--- config.mk ---
export PLATFORM = sky130hd
export DESIGN_NAME = ordered_value_list_engine_top
export DESIGN_NICKNAME = d
export VERILOG_FILES = /design/src/ovle_pkg.sv /design/src/ovle_cell.sv /design/src/ordered_value_list_engine_top.sv
export SDC_FILE = /design/constraint.sdc
export NUM_CORES = 2
export LEC_CHECK = 0
export BUFFER_PORTS_ARGS = -buffer_cell sky130_fd_sc_hd__buf_2
export CAP_MARGIN = 10
export CORE_ASPECT_RATIO = 0.9
export CORE_MARGIN = 5
export CORE_UTILIZATION = 25
export DETAILED_ROUTE_END_ITERATION = 8
export GPL_TIMING_DRIVEN = 0
export SLEW_MARGIN = 10
export SYNTH_ARGS = -nofsm -noshare
export SYNTH_HDL_FRONTEND = slang
export SYNTH_SLANG_ARGS = --single-unit
export TNS_END_PERCENT = 50
--- constraint.sdc ---
create_clock -name aclk -period 6.78 [get_ports aclk]
set_clock_uncertainty 0.15 [all_clocks]
set_input_delay 1.356 -clock aclk [delete_from_list [all_inputs] [get_ports aclk]]
set_output_delay 1.356 -clock aclk [all_outputs]
set_load 0.05 [all_outputs]
--- src/ovle_pkg.sv ---
// Shared types and codes for the ordered value list engine.
package ovle_pkg;

    localparam int VALUE_W = 32;

    typedef enum logic [2:0] {
        OP_PREPEND   = 3'd0,
        OP_APPEND    = 3'd1,
        OP_INSERT    = 3'd2,
        OP_DEL_FIRST = 3'd3,
        OP_DEL_ALL   = 3'd4,
        OP_FIND      = 3'd5,
        OP_READ      = 3'd6
    } op_t;

    typedef enum logic [1:0] {
        ST_OK      = 2'd0,
        ST_FULL    = 2'd1,
        ST_MISSING = 2'd2
    } status_t;

    // Broadcast from the sequencer to every cell of the chain.
    typedef struct packed {
        logic cmp_en;   // compare phase: build each cell's mark
        logic upd_en;   // update phase: shift or write along the chain
        op_t  op;
        logic full;     // list is at capacity
    } cell_ctl_t;

endpackage

--- src/ovle_cell.sv ---
// One list slot: holds an entry and its mark, compares and shifts with its neighbors.
module ovle_cell import ovle_pkg::*; #(
    parameter int IDX   = 0,
    parameter int OCC_W = 5
) (
    input  logic               aclk,
    input  cell_ctl_t          ctl,
    input  logic [OCC_W-1:0]   occ,
    input  logic [VALUE_W-1:0] value,
    input  logic [VALUE_W-1:0] left_entry,
    input  logic [VALUE_W-1:0] right_entry,
    input  logic               right_mark,
    input  logic               pfx_in,
    output logic [VALUE_W-1:0] entry,
    output logic               mark,
    output logic               pfx_out,
    output logic               extra
);

    logic [VALUE_W-1:0] entry_reg, entry_next;
    logic               mark_reg, mark_next;
    logic               match, greater, in_rng, at_end;

    assign match   = (entry_reg == value);
    assign greater = ($signed(entry_reg) > $signed(value));
    assign in_rng  = (OCC_W'(IDX) < occ);
    assign at_end  = (OCC_W'(IDX) == occ);

    always_comb begin
        entry_next = entry_reg;
        mark_next  = mark_reg;
        if (ctl.cmp_en) begin
            unique case (ctl.op)
                OP_PREPEND:   mark_next = !ctl.full && (IDX == 0);
                OP_APPEND:    mark_next = !ctl.full && at_end;
                OP_INSERT:    mark_next = !ctl.full && ((greater && in_rng) || at_end);
                OP_DEL_FIRST,
                OP_DEL_ALL,
                OP_FIND:      mark_next = match && in_rng;
                default:      mark_next = 1'b0;
            endcase
        end else if (ctl.upd_en) begin
            unique case (ctl.op)
                OP_PREPEND,
                OP_APPEND,
                OP_INSERT: begin
                    // open a slot: everything past the insert point moves right
                    if (pfx_in) begin
                        entry_next = left_entry;
                    end else if (mark_reg) begin
                        entry_next = value;
                    end
                end
                OP_DEL_FIRST,
                OP_DEL_ALL: begin
                    // close the first marked slot: pull from the right
                    if (pfx_in || mark_reg) begin
                        entry_next = right_entry;
                        mark_next  = right_mark;
                    end
                end
                default: begin
                    entry_next = entry_reg;
                end
            endcase
        end
    end

    always_ff @(posedge aclk) begin
        entry_reg <= entry_next;
        mark_reg  <= mark_next;
    end

    assign entry   = entry_reg;
    assign mark    = mark_reg;
    assign pfx_out = pfx_in || mark_reg;
    assign extra   = pfx_in && mark_reg;

endmodule

--- src/ordered_value_list_engine_top.sv ---
// Top level of the ordered value list engine: request sequencer and cell chain.
//
// Usage: a request enters on the s_ stream (operation, value, position) and
// exactly one result leaves on the m_ stream (status, found, count, read_value).
// The list lives in a chain of CAPACITY cells; each cell compares its entry
// with the request value in parallel, and a prefix flag ripples along the
// chain to pick the insert or delete point, so all cells shift together.
// Sequence: a request passes a compare phase and then an update phase; the
// result is loaded when the update phase ends. Delete-all removes one match
// per update cycle until none is left.
// Overlap: the next request is accepted in the update cycle that finishes the
// current one; during delete-all it waits until the last match is removed.
// Reset (aresetn low at a clock edge) empties the list and drops any pending
// result; entry storage itself is not cleared.
// Stall: the result sits in an output register. A new request is taken while
// it waits, but the compare phase holds until that register is free.
module ordered_value_list_engine_top import ovle_pkg::*; #(
    parameter int CAPACITY = 16
) (
    input  logic        aclk,
    input  logic        aresetn,
    input  logic        s_tvalid,
    output logic        s_tready,
    input  logic [39:0] s_tdata,   // [2:0] operation, [34:3] value, [38:35] position, [39] zero
    output logic        m_tvalid,
    input  logic        m_tready,
    output logic [39:0] m_tdata    // [1:0] status, [2] found, [7:3] count, [39:8] read_value
);

    localparam int OCC_W = $clog2(CAPACITY + 1);
    localparam int IDX_W = $clog2(CAPACITY);
    localparam int CW    = (OCC_W > 5) ? OCC_W : 5;
    localparam int PW    = (IDX_W > 4) ? IDX_W : 4;
    localparam int CMPW  = (OCC_W > 4) ? OCC_W : 4;

    typedef enum logic [2:0] {
        S_IDLE = 3'b001,
        S_CMP  = 3'b010,
        S_UPD  = 3'b100
    } state_t;

    state_t state_reg, state_next;

    // latched request
    op_t                op_reg;
    logic [VALUE_W-1:0] value_reg;
    logic [3:0]         pos_reg;

    logic [OCC_W-1:0]   occ_reg, occ_next;

    // result register
    logic               m_tvalid_reg, m_tvalid_next;
    logic [39:0]        m_tdata_reg, m_tdata_next;

    cell_ctl_t          ctl;
    logic [VALUE_W-1:0] ent_w  [CAPACITY];
    logic [CAPACITY-1:0] mark_w;
    logic [CAPACITY-1:0] extra_w;
    logic [CAPACITY:0]   pfx_w;

    logic               accept, full, any_mark, more, finish;
    logic               rd_ok, found;
    status_t            status;
    logic [VALUE_W-1:0] rd_value;
    logic [PW-1:0]      pos_w;
    logic [IDX_W-1:0]   pos_idx;
    logic [CW-1:0]      count_w;

    assign full     = (occ_reg >= OCC_W'(CAPACITY));
    assign any_mark = pfx_w[CAPACITY];
    assign more     = |extra_w;
    assign finish   = (op_reg != OP_DEL_ALL) || !more;

    assign ctl.cmp_en = (state_reg == S_CMP);
    assign ctl.upd_en = (state_reg == S_UPD);
    assign ctl.op     = op_reg;
    assign ctl.full   = full;

    // ---------------- cell chain ----------------
    assign pfx_w[0] = 1'b0;

    for (genvar i = 0; i < CAPACITY; i++) begin : g_cell
        logic [VALUE_W-1:0] left_e, right_e;
        logic               right_m;

        if (i == 0) begin : g_first
            assign left_e = value_reg;
        end else begin : g_mid
            assign left_e = ent_w[i-1];
        end

        if (i == CAPACITY - 1) begin : g_last
            assign right_e = '0;
            assign right_m = 1'b0;
        end else begin : g_inner
            assign right_e = ent_w[i+1];
            assign right_m = mark_w[i+1];
        end

        ovle_cell #(
            .IDX   (i),
            .OCC_W (OCC_W)
        ) u_cell (
            .aclk        (aclk),
            .ctl         (ctl),
            .occ         (occ_reg),
            .value       (value_reg),
            .left_entry  (left_e),
            .right_entry (right_e),
            .right_mark  (right_m),
            .pfx_in      (pfx_w[i]),
            .entry       (ent_w[i]),
            .mark        (mark_w[i]),
            .pfx_out     (pfx_w[i+1]),
            .extra       (extra_w[i])
        );
    end

    // ---------------- read port ----------------
    assign pos_w   = PW'(pos_reg);
    assign pos_idx = pos_w[IDX_W-1:0];
    assign rd_ok   = (CMPW'(pos_reg) < CMPW'(occ_reg));

    // ---------------- result and occupancy ----------------
    always_comb begin
        occ_next = occ_reg;
        status   = ST_OK;
        found    = 1'b0;
        rd_value = '0;
        unique case (op_reg)
            OP_PREPEND,
            OP_APPEND,
            OP_INSERT: begin
                if (full) begin
                    status = ST_FULL;
                end else begin
                    occ_next = occ_reg + 1'b1;
                end
            end
            OP_DEL_FIRST,
            OP_DEL_ALL: begin
                if (any_mark) begin
                    occ_next = occ_reg - 1'b1;
                end else begin
                    status = ST_MISSING;
                end
            end
            OP_FIND: begin
                found = any_mark;
                if (!any_mark) begin
                    status = ST_MISSING;
                end
            end
            OP_READ: begin
                if (rd_ok) begin
                    rd_value = ent_w[pos_idx];
                end else begin
                    status = ST_MISSING;
                end
            end
            default: begin
                occ_next = occ_reg;
            end
        endcase
    end

    assign count_w = CW'(occ_next);

    // ---------------- sequencer ----------------
    assign s_tready = (state_reg == S_IDLE) || ((state_reg == S_UPD) && finish);
    assign accept   = s_tvalid && s_tready;

    always_comb begin
        state_next    = state_reg;
        m_tvalid_next = m_tvalid_reg && !m_tready;
        m_tdata_next  = m_tdata_reg;
        unique case (state_reg)
            S_IDLE: begin
                if (s_tvalid) begin
                    state_next = S_CMP;
                end
            end
            S_CMP: begin
                // hold until the result register can take this request's result
                if (!m_tvalid_reg || m_tready) begin
                    state_next = S_UPD;
                end
            end
            S_UPD: begin
                if (finish) begin
                    m_tvalid_next = 1'b1;
                    m_tdata_next  = {rd_value, count_w[4:0], found, status};
                    state_next    = s_tvalid ? S_CMP : S_IDLE;
                end
            end
            default: begin
                state_next = S_IDLE;
            end
        endcase
    end

    always_ff @(posedge aclk) begin
        if (!aresetn) begin
            state_reg    <= S_IDLE;
            occ_reg      <= '0;
            m_tvalid_reg <= 1'b0;
        end else begin
            state_reg    <= state_next;
            m_tvalid_reg <= m_tvalid_next;
            if (state_reg == S_UPD) begin
                occ_reg <= occ_next;
            end
        end
    end

    always_ff @(posedge aclk) begin
        m_tdata_reg <= m_tdata_next;
        if (accept) begin
            op_reg    <= op_t'(s_tdata[2:0]);
            value_reg <= s_tdata[34:3];
            pos_reg   <= s_tdata[38:35];
        end
    end

    assign m_tvalid = m_tvalid_reg;
    assign m_tdata  = m_tdata_reg;

`ifndef SYNTHESIS
    a_occ_bound: assert property (@(posedge aclk) disable iff (!aresetn)
        occ_reg <= OCC_W'(CAPACITY))
        else $error("occupancy beyond capacity");

    a_accept_to_cmp: assert property (@(posedge aclk) disable iff (!aresetn)
        (s_tvalid && s_tready) |=> (state_reg == S_CMP))
        else $error("accepted request did not enter compare");

    a_result_from_upd: assert property (@(posedge aclk) disable iff (!aresetn)
        $rose(m_tvalid_reg) |-> $past(state_reg == S_UPD))
        else $error("result loaded outside update phase");

    a_insert_grows: assert property (@(posedge aclk) disable iff (!aresetn)
        ((state_reg == S_UPD) && !full &&
         (op_reg == OP_PREPEND || op_reg == OP_APPEND || op_reg == OP_INSERT))
        |=> (occ_reg == $past(occ_reg) + 1'b1))
        else $error("insert did not grow the list");
`endif

endmodule
# Word-level counts from Yosys, hierarchy flattened
# Index checks and enable logic that the tools add are counted.
[totals] mem_bits_ro=0 mem_bits_rw=0 latch_bits=0 register_bits=616 input_bits=44 out_inout_bits=42 mem_count=0
[op_classes] div=0 shifts=0 bitwise_logic=2 addsub=2 n_eq_ne=76 order_cmp=35 reduce_logical=179 mul=0 muxes=160
[op_table] op="$mux 32" count=49
[op_table] op="$pmux 32 s2" count=16
[op_table] op="$eq 32x32->1" count=16
[op_table] op="$gt 32x32->1" count=16
[op_table] op="$bmux 32 s4" count=1
[op_table] op="$logic_and 1x1->1" count=82
[op_table] op="$reduce_and 5->1" count=16
[op_table] op="$mux 1" count=67
[op_table] op="$reduce_and 3->1" count=16
[op_table] op="$ne 3x1->1 const B" count=15
[op_table] op="$pmux 1 s3" count=15
[op_table] op="$eq 4x5->1 const A" count=8
[op_table] op="$lt 4x5->1 const A" count=8
[op_table] op="$ne 2x1->1 const B" count=18
[op_table] op="$reduce_bool 2->1" count=18
[op_table] op="$logic_or 1x1->1" count=34
[op_table] op="$eq 3x5->1 const A" count=4
[op_table] op="$lt 3x5->1 const A" count=4
[op_table] op="$reduce_or 15->1" count=1
[op_table] op="$eq 3x3->1 const B" count=4
[op_table] op="$eq 2x5->1 const A" count=2
[op_table] op="$ge 5x5->1 const B" count=2
[op_table] op="$lt 1x5->1 const A" count=2
[op_table] op="$lt 2x5->1 const A" count=2
[op_table] op="other kinds (23)" count=38

# Longest topological paths before layout
[logic_depth] ltp_word=21 ltp_mapped=12 mapped_depth_nobuf=10

# Cells and area by module
# From an unflattened synthesis, not the netlist that was laid out.
[hier_totals] cells_unflattened=4928 hier_area_um2=48953.2
[by_module_without_submodules] module="ordered_value_list_engine_top" cells_each=466 seq_area_each_um2=2552.4 n_inst=1 area_per_inst_um2=7151.9
[by_module_without_submodules] module="ovle_cell at g_cell[12].u_cell ..." cells_each=280 seq_area_each_um2=991.0 n_inst=2 area_per_inst_um2=2608.8
[by_module_without_submodules] module="ovle_cell at g_cell[1].u_cell" cells_each=284 seq_area_each_um2=991.0 n_inst=1 area_per_inst_um2=2655.0
[by_module_without_submodules] module="ovle_cell at g_cell[15].u_cell" cells_each=276 seq_area_each_um2=991.0 n_inst=1 area_per_inst_um2=2636.3
[by_module_without_submodules] module="ovle_cell at g_cell[9].u_cell" cells_each=282 seq_area_each_um2=991.0 n_inst=1 area_per_inst_um2=2636.3
[by_module_without_submodules] module="ovle_cell at g_cell[10].u_cell" cells_each=279 seq_area_each_um2=991.0 n_inst=1 area_per_inst_um2=2627.5
[by_module_without_submodules] module="ovle_cell at g_cell[8].u_cell" cells_each=279 seq_area_each_um2=991.0 n_inst=1 area_per_inst_um2=2615.0
[by_module_without_submodules] module="ovle_cell at g_cell[0].u_cell" cells_each=281 seq_area_each_um2=991.0 n_inst=1 area_per_inst_um2=2613.8
[by_module_without_submodules] module="ovle_cell at g_cell[5].u_cell" cells_each=279 seq_area_each_um2=991.0 n_inst=1 area_per_inst_um2=2607.5
[by_module_without_submodules] module="ovle_cell at g_cell[6].u_cell" cells_each=276 seq_area_each_um2=991.0 n_inst=1 area_per_inst_um2=2607.5
[by_module_without_submodules] module="ovle_cell at g_cell[3].u_cell" cells_each=276 seq_area_each_um2=991.0 n_inst=1 area_per_inst_um2=2606.2
[by_module_without_submodules] module="ovle_cell at g_cell[14].u_cell" cells_each=276 seq_area_each_um2=991.0 n_inst=1 area_per_inst_um2=2601.2
[by_module_without_submodules] module="ovle_cell at g_cell[2].u_cell" cells_each=277 seq_area_each_um2=991.0 n_inst=1 area_per_inst_um2=2598.7
[by_module_without_submodules] module="ovle_cell at g_cell[13].u_cell" cells_each=277 seq_area_each_um2=991.0 n_inst=1 area_per_inst_um2=2593.7
[by_module_without_submodules] module="+2 rows"

# Worst setup path after synthesis
# Ideal clock, no wire load.
[synth_timing] kind="reg-to-reg" startpoint="register g_cell[2].u_cell.mark_reg" endpoint="register m_tdata_reg[0], in the netlist m_tdata[0], enable pin" stages_incl_launch_ff=11 arrival_ns=5.213 t_required_ns=6.141 synth_period_minus_slack_ns=5.853 setup_time_ns=0.489 path_buffers=3 slack_ns=0.927 cell_sequence="edfxtp_1 > clkbuf_2 > or4_4 > or2_1 > buf_2 > or3_1 > buf_2 > a211oi_2 > o22ai_1 > o311a_1 > nor3_1"
[synth_via] elab_chain_cells=18
[synth_lines] item="start: declaration" line="ovle_cell.sv:21" text="logic mark_reg, mark_next;"
[synth_lines] item="start signal: assignment" line="ovle_cell.sv:71" text="mark_reg <= mark_next;"
[synth_lines] item="$logic_or 1x1->1 (13 in series)" line="ovle_cell.sv:76" text="assign pfx_out = pfx_in || mark_reg;"
[synth_lines] item="$logic_and 1x1->1" line="ovle_cell.sv:77" text="assign extra = pfx_in && mark_reg;"
[synth_lines] item="$reduce_or 15->1 *" line="ordered_value_list_engine_top.sv:71" text="assign more = |extra_w;"
[synth_lines] item="$logic_not 1->1 *" line="ordered_value_list_engine_top.sv:72" text="assign finish = (op_reg != OP_DEL_ALL) || !more;"
[synth_lines] item="$logic_or 1x1->1 *" line="ordered_value_list_engine_top.sv:72"
[synth_lines] item="$reduce_and 2->1 (no source line) *"
[synth_lines] item="end signal: assignment" line="ordered_value_list_engine_top.sv:217" text="m_tdata_reg <= m_tdata_next;"
[synth_lines] item="end: declaration" line="ordered_value_list_engine_top.sv:53" text="logic [39:0] m_tdata_reg, m_tdata_next;"
# Every way passes the cells marked *; elsewhere a longest branch is shown, timed or not.
# A chain may end at the register's enable or synchronous reset.

# Worst setup path in the final report
[layout_timing] startpoint="register g_cell[0].u_cell.mark_reg" endpoint="output s_tready"
[layout_via] elab_chain_cells=20
[layout_lines] item="start: declaration" line="ovle_cell.sv:21"
[layout_lines] item="start signal: assignment" line="ovle_cell.sv:71"
[layout_lines] item="$logic_or 1x1->1 (14 in series)" line="ovle_cell.sv:76"
[layout_lines] item="$logic_and 1x1->1" line="ovle_cell.sv:77"
[layout_lines] item="$reduce_or 15->1 *" line="ordered_value_list_engine_top.sv:71"
[layout_lines] item="$logic_not 1->1 *" line="ordered_value_list_engine_top.sv:72"
[layout_lines] item="$logic_or 1x1->1 *" line="ordered_value_list_engine_top.sv:72"
[layout_lines] item="$logic_and 1x1->1 *" line="ordered_value_list_engine_top.sv:170" text="assign s_tready = (state_reg == S_IDLE) || ((state_reg == S_UPD) && finish);"
[layout_lines] item="$logic_or 1x1->1 *" line="ordered_value_list_engine_top.sv:170"
[layout_lines] item="end: declaration" line="ordered_value_list_engine_top.sv:23" text="output logic s_tready,"
# Marks and branches as above.

==> impl_metrics.ini <==
[synth]
syn-num-nets = 4872
ys_types = 72
yosys.area_share.simple_pct = 12.72
syn_avg_cell_area_um2 = 10.48
ys_top_cells_by_area = edfxtp_1 (40%), ha_1 (14%), mux2i_1 (8.0%)
synth_compound_area_share_pct = 12.95
synth_edf_count = 607
synth_top_family_by_area = multiplexers
synthFlopType = edfxtp_1
syn_inst = 4308
yosys-mux-area-fraction_pct = 16.04
synth_xor_area_share_pct = 0.1552
synth_top_area_cell = edfxtp_1
synthesis.area_um2 = 45150
synth-adder-area-share_pct = 14.46
ys_seq_area_share_pct = 40.77
yosysTopAreaCellShare_pct = 40.37
synth-async-reset-ratio_pct = 0
ys_ff_latch = 616
synth_warnings = 0

[worst_hold_path]
worstHoldStart = g_cell[5].u_cell.entry[30]
min_path_type = flop to flop

[clocking]
htreeDepth = 3
cts_setup_buffers = 0
tritoncts = yes
cts.clk_slew.worst_paths_ns = 0.06
cts_root_buf = clkbuf_16
numClockSinks = 616
cts_buffers = 75
clk_path_buf_depth = 3
clk_latency_ns = 0.71
cts_resized = 0
hold_buffers = 0

[routing]
via_per_inst = 5.710
post-route-drc-count = 0
drt_iter0_markers = 6263
antenna_left = 0
dr.pass1.iters = 6
vias = 39760
routedWlPerCell_um = 28.45
drt-total-wl_um = 198100

[sta]
worstMarginPinSlew_ns = 1.409
relSlewSlack_pct = 5.712
max_freq_ghz = 0.1588
hold_viol_final = 0
holdWs_ns = 0.4508
setup_ws_ns = 0.4830
setup-violations-final = 0
period_minus_slack_ns = 6.297
slew_violations = 0
setup-tns-final_ns = 0
post-route-period-util_pct = 92.88
rsz0062_at_grt = no

[floorplan]
core_um2 = 180200
rows = 148
die_area_um2 = 189200
ioPinCount = 86
die_x_um = 457.9
fp.dieH_um = 413.1
start_util_pct = 25.06

[cells_and_area]
mostFrequentLayoutCell = nand2_1
fin_util_pct = 28.67
synthToLayoutAreaGrowth_pct = 14.43
nNetsFinal = 5063
instances_no_fill = 6963
largest_reg_flops = 512
layout_common_cells = nand2_1 (657), edfxtp_1 (607), ha_1 (520), o21ai_0 (476), mux2i_1 (361)
drive_above_1_share_pct = 9.917

[worst_setup_path]
critPathArrivalTime_ns = 4.79
cp_slowest_cell = nor4_4
cpMostUsedCell = buf_2
crit_chain = buf_2, or2_2, buf_2, nor4_4, nand2b_1, clkbuf_1, a211oi_1, o22ai_1, o311a_1, o21a_1, nor2_1, buf_2
path_buf_inv = 4
crit_type = flop to primary output
worstSetupEndpointType = primary output
max_stage_delay_ns = 0.83
cp_max_fo = 10
worstPathRequired_ns = 5.27
worst_setup_path_start_kind = flop
r2r_start = g_cell[0].left_e[31]
startpoint = g_cell[0].u_cell.mark
crit_family = simple AND/OR/NAND/NOR gates

[placed_design]
pre_cts_ws_ns = 1.297
port_buffers = 84
hpwl_um = 157600
dp_cells = 6821
routabilityCongestion = 1.033

[power_and_ir_drop]
leakage_nw = 18.48
power.density_nw_per_um2 = 190.6
peakVddDrop_mv = 0.1996

[grt]
grt_pass1_vias = 36530
grtUsageTotal_pct = 20.03
grt_max_degree = 26
antenna_found_initial = 14
grt_pass1_wl_um = 276800
grt_overflow = 0

[flow_run]
max_cap_violations = 0

[status]
status = finished, final reports clean
==> layout make-up <==
class / count / area [um2]
fillers: 18620 / 128500
flip-flops and latches: 616 / 18410
repair buffers: 114 / 1002
well taps: 2400 / 3003
clock inverters: 39 / 314.1
plain buffers: 270 / 1060
multi-input cells: 3352 / 25580
inverters: 70 / 262.8
clock buffers: 97 / 2022
diodes: 5 / 12.51
==> per-stage QoR <==
| stage | instance area (um2) | power, mW |
|---|---|---|
| after floorplan | 45150 | 5.190 |
| after global placement | 48570 | 5.741 |
| after detailed placement | 49300 | 5.780 |
| after CTS | 51630 | 9.795 |
| after global routing | 51650 | 10.10 |
| final | 51660 | 9.844 |
==> layer usage <==
metal,routed length (um),track usage (%),vias up
li1,-,-,16780
met1,79480,27.29,19670
met2,81260,28.64,2829
met3,26640,6.718,469
met4,10540,8.915,10
met5,157,0,-
==> power breakdown <==
| part | internal, mW | switching [mW] | leakage, nW |
|---|---|---|---|
| combinational | 0.477 | 1.02 | 11.7 |
| sequential | 4.23 | 0.0448 | 5.62 |
| clock | 2.26 | 1.82 | 1.14 |
| total | 6.96 | 2.88 | 18.5 |
==> tightest hold or removal path, stage by stage, from the launching register on <==
cell      delay [ns]
edfxtp_1        0.39
nand2_1         0.07
o21ai_0         0.06
==> cell usage after synthesis, drive strengths merged (37+ instances only) <==
library cell and instances:
nand2 657, edfxtp 607, ha 520, o21ai 477, mux2i 361, nor2 269
clkbuf 216, a21oi 184, mux4 160, a31oi 114, a21o 101, nand4 95
inv 70, nand3 65, nor2b 55, buf 54, nor3 37
==> cells by family (layout without fill, tap and decap cells) <==
family,Yosys count,after routing
flip-flops,616,616
other,0,5
XOR/XNOR,8,8
AND/OR/NAND/NOR,1291,1291
adder cells (fa/ha/maj),522,522
AO/OA/AOI/OAI,1008,1008
multiplexers,523,523
buffers and inverters,340,590
==> worst paths after layout <==
path	to	slack, ns	cells after the start
min reg2reg	g_cell[4].u_cell.entry[30]	0.45	2
min	g_cell[4].u_cell.entry[30]	0.45	2
max	s_tready	0.48	12
max reg2reg	g_cell[4].u_cell.mark	0.92	10
(Power assumes the default switching activity.)
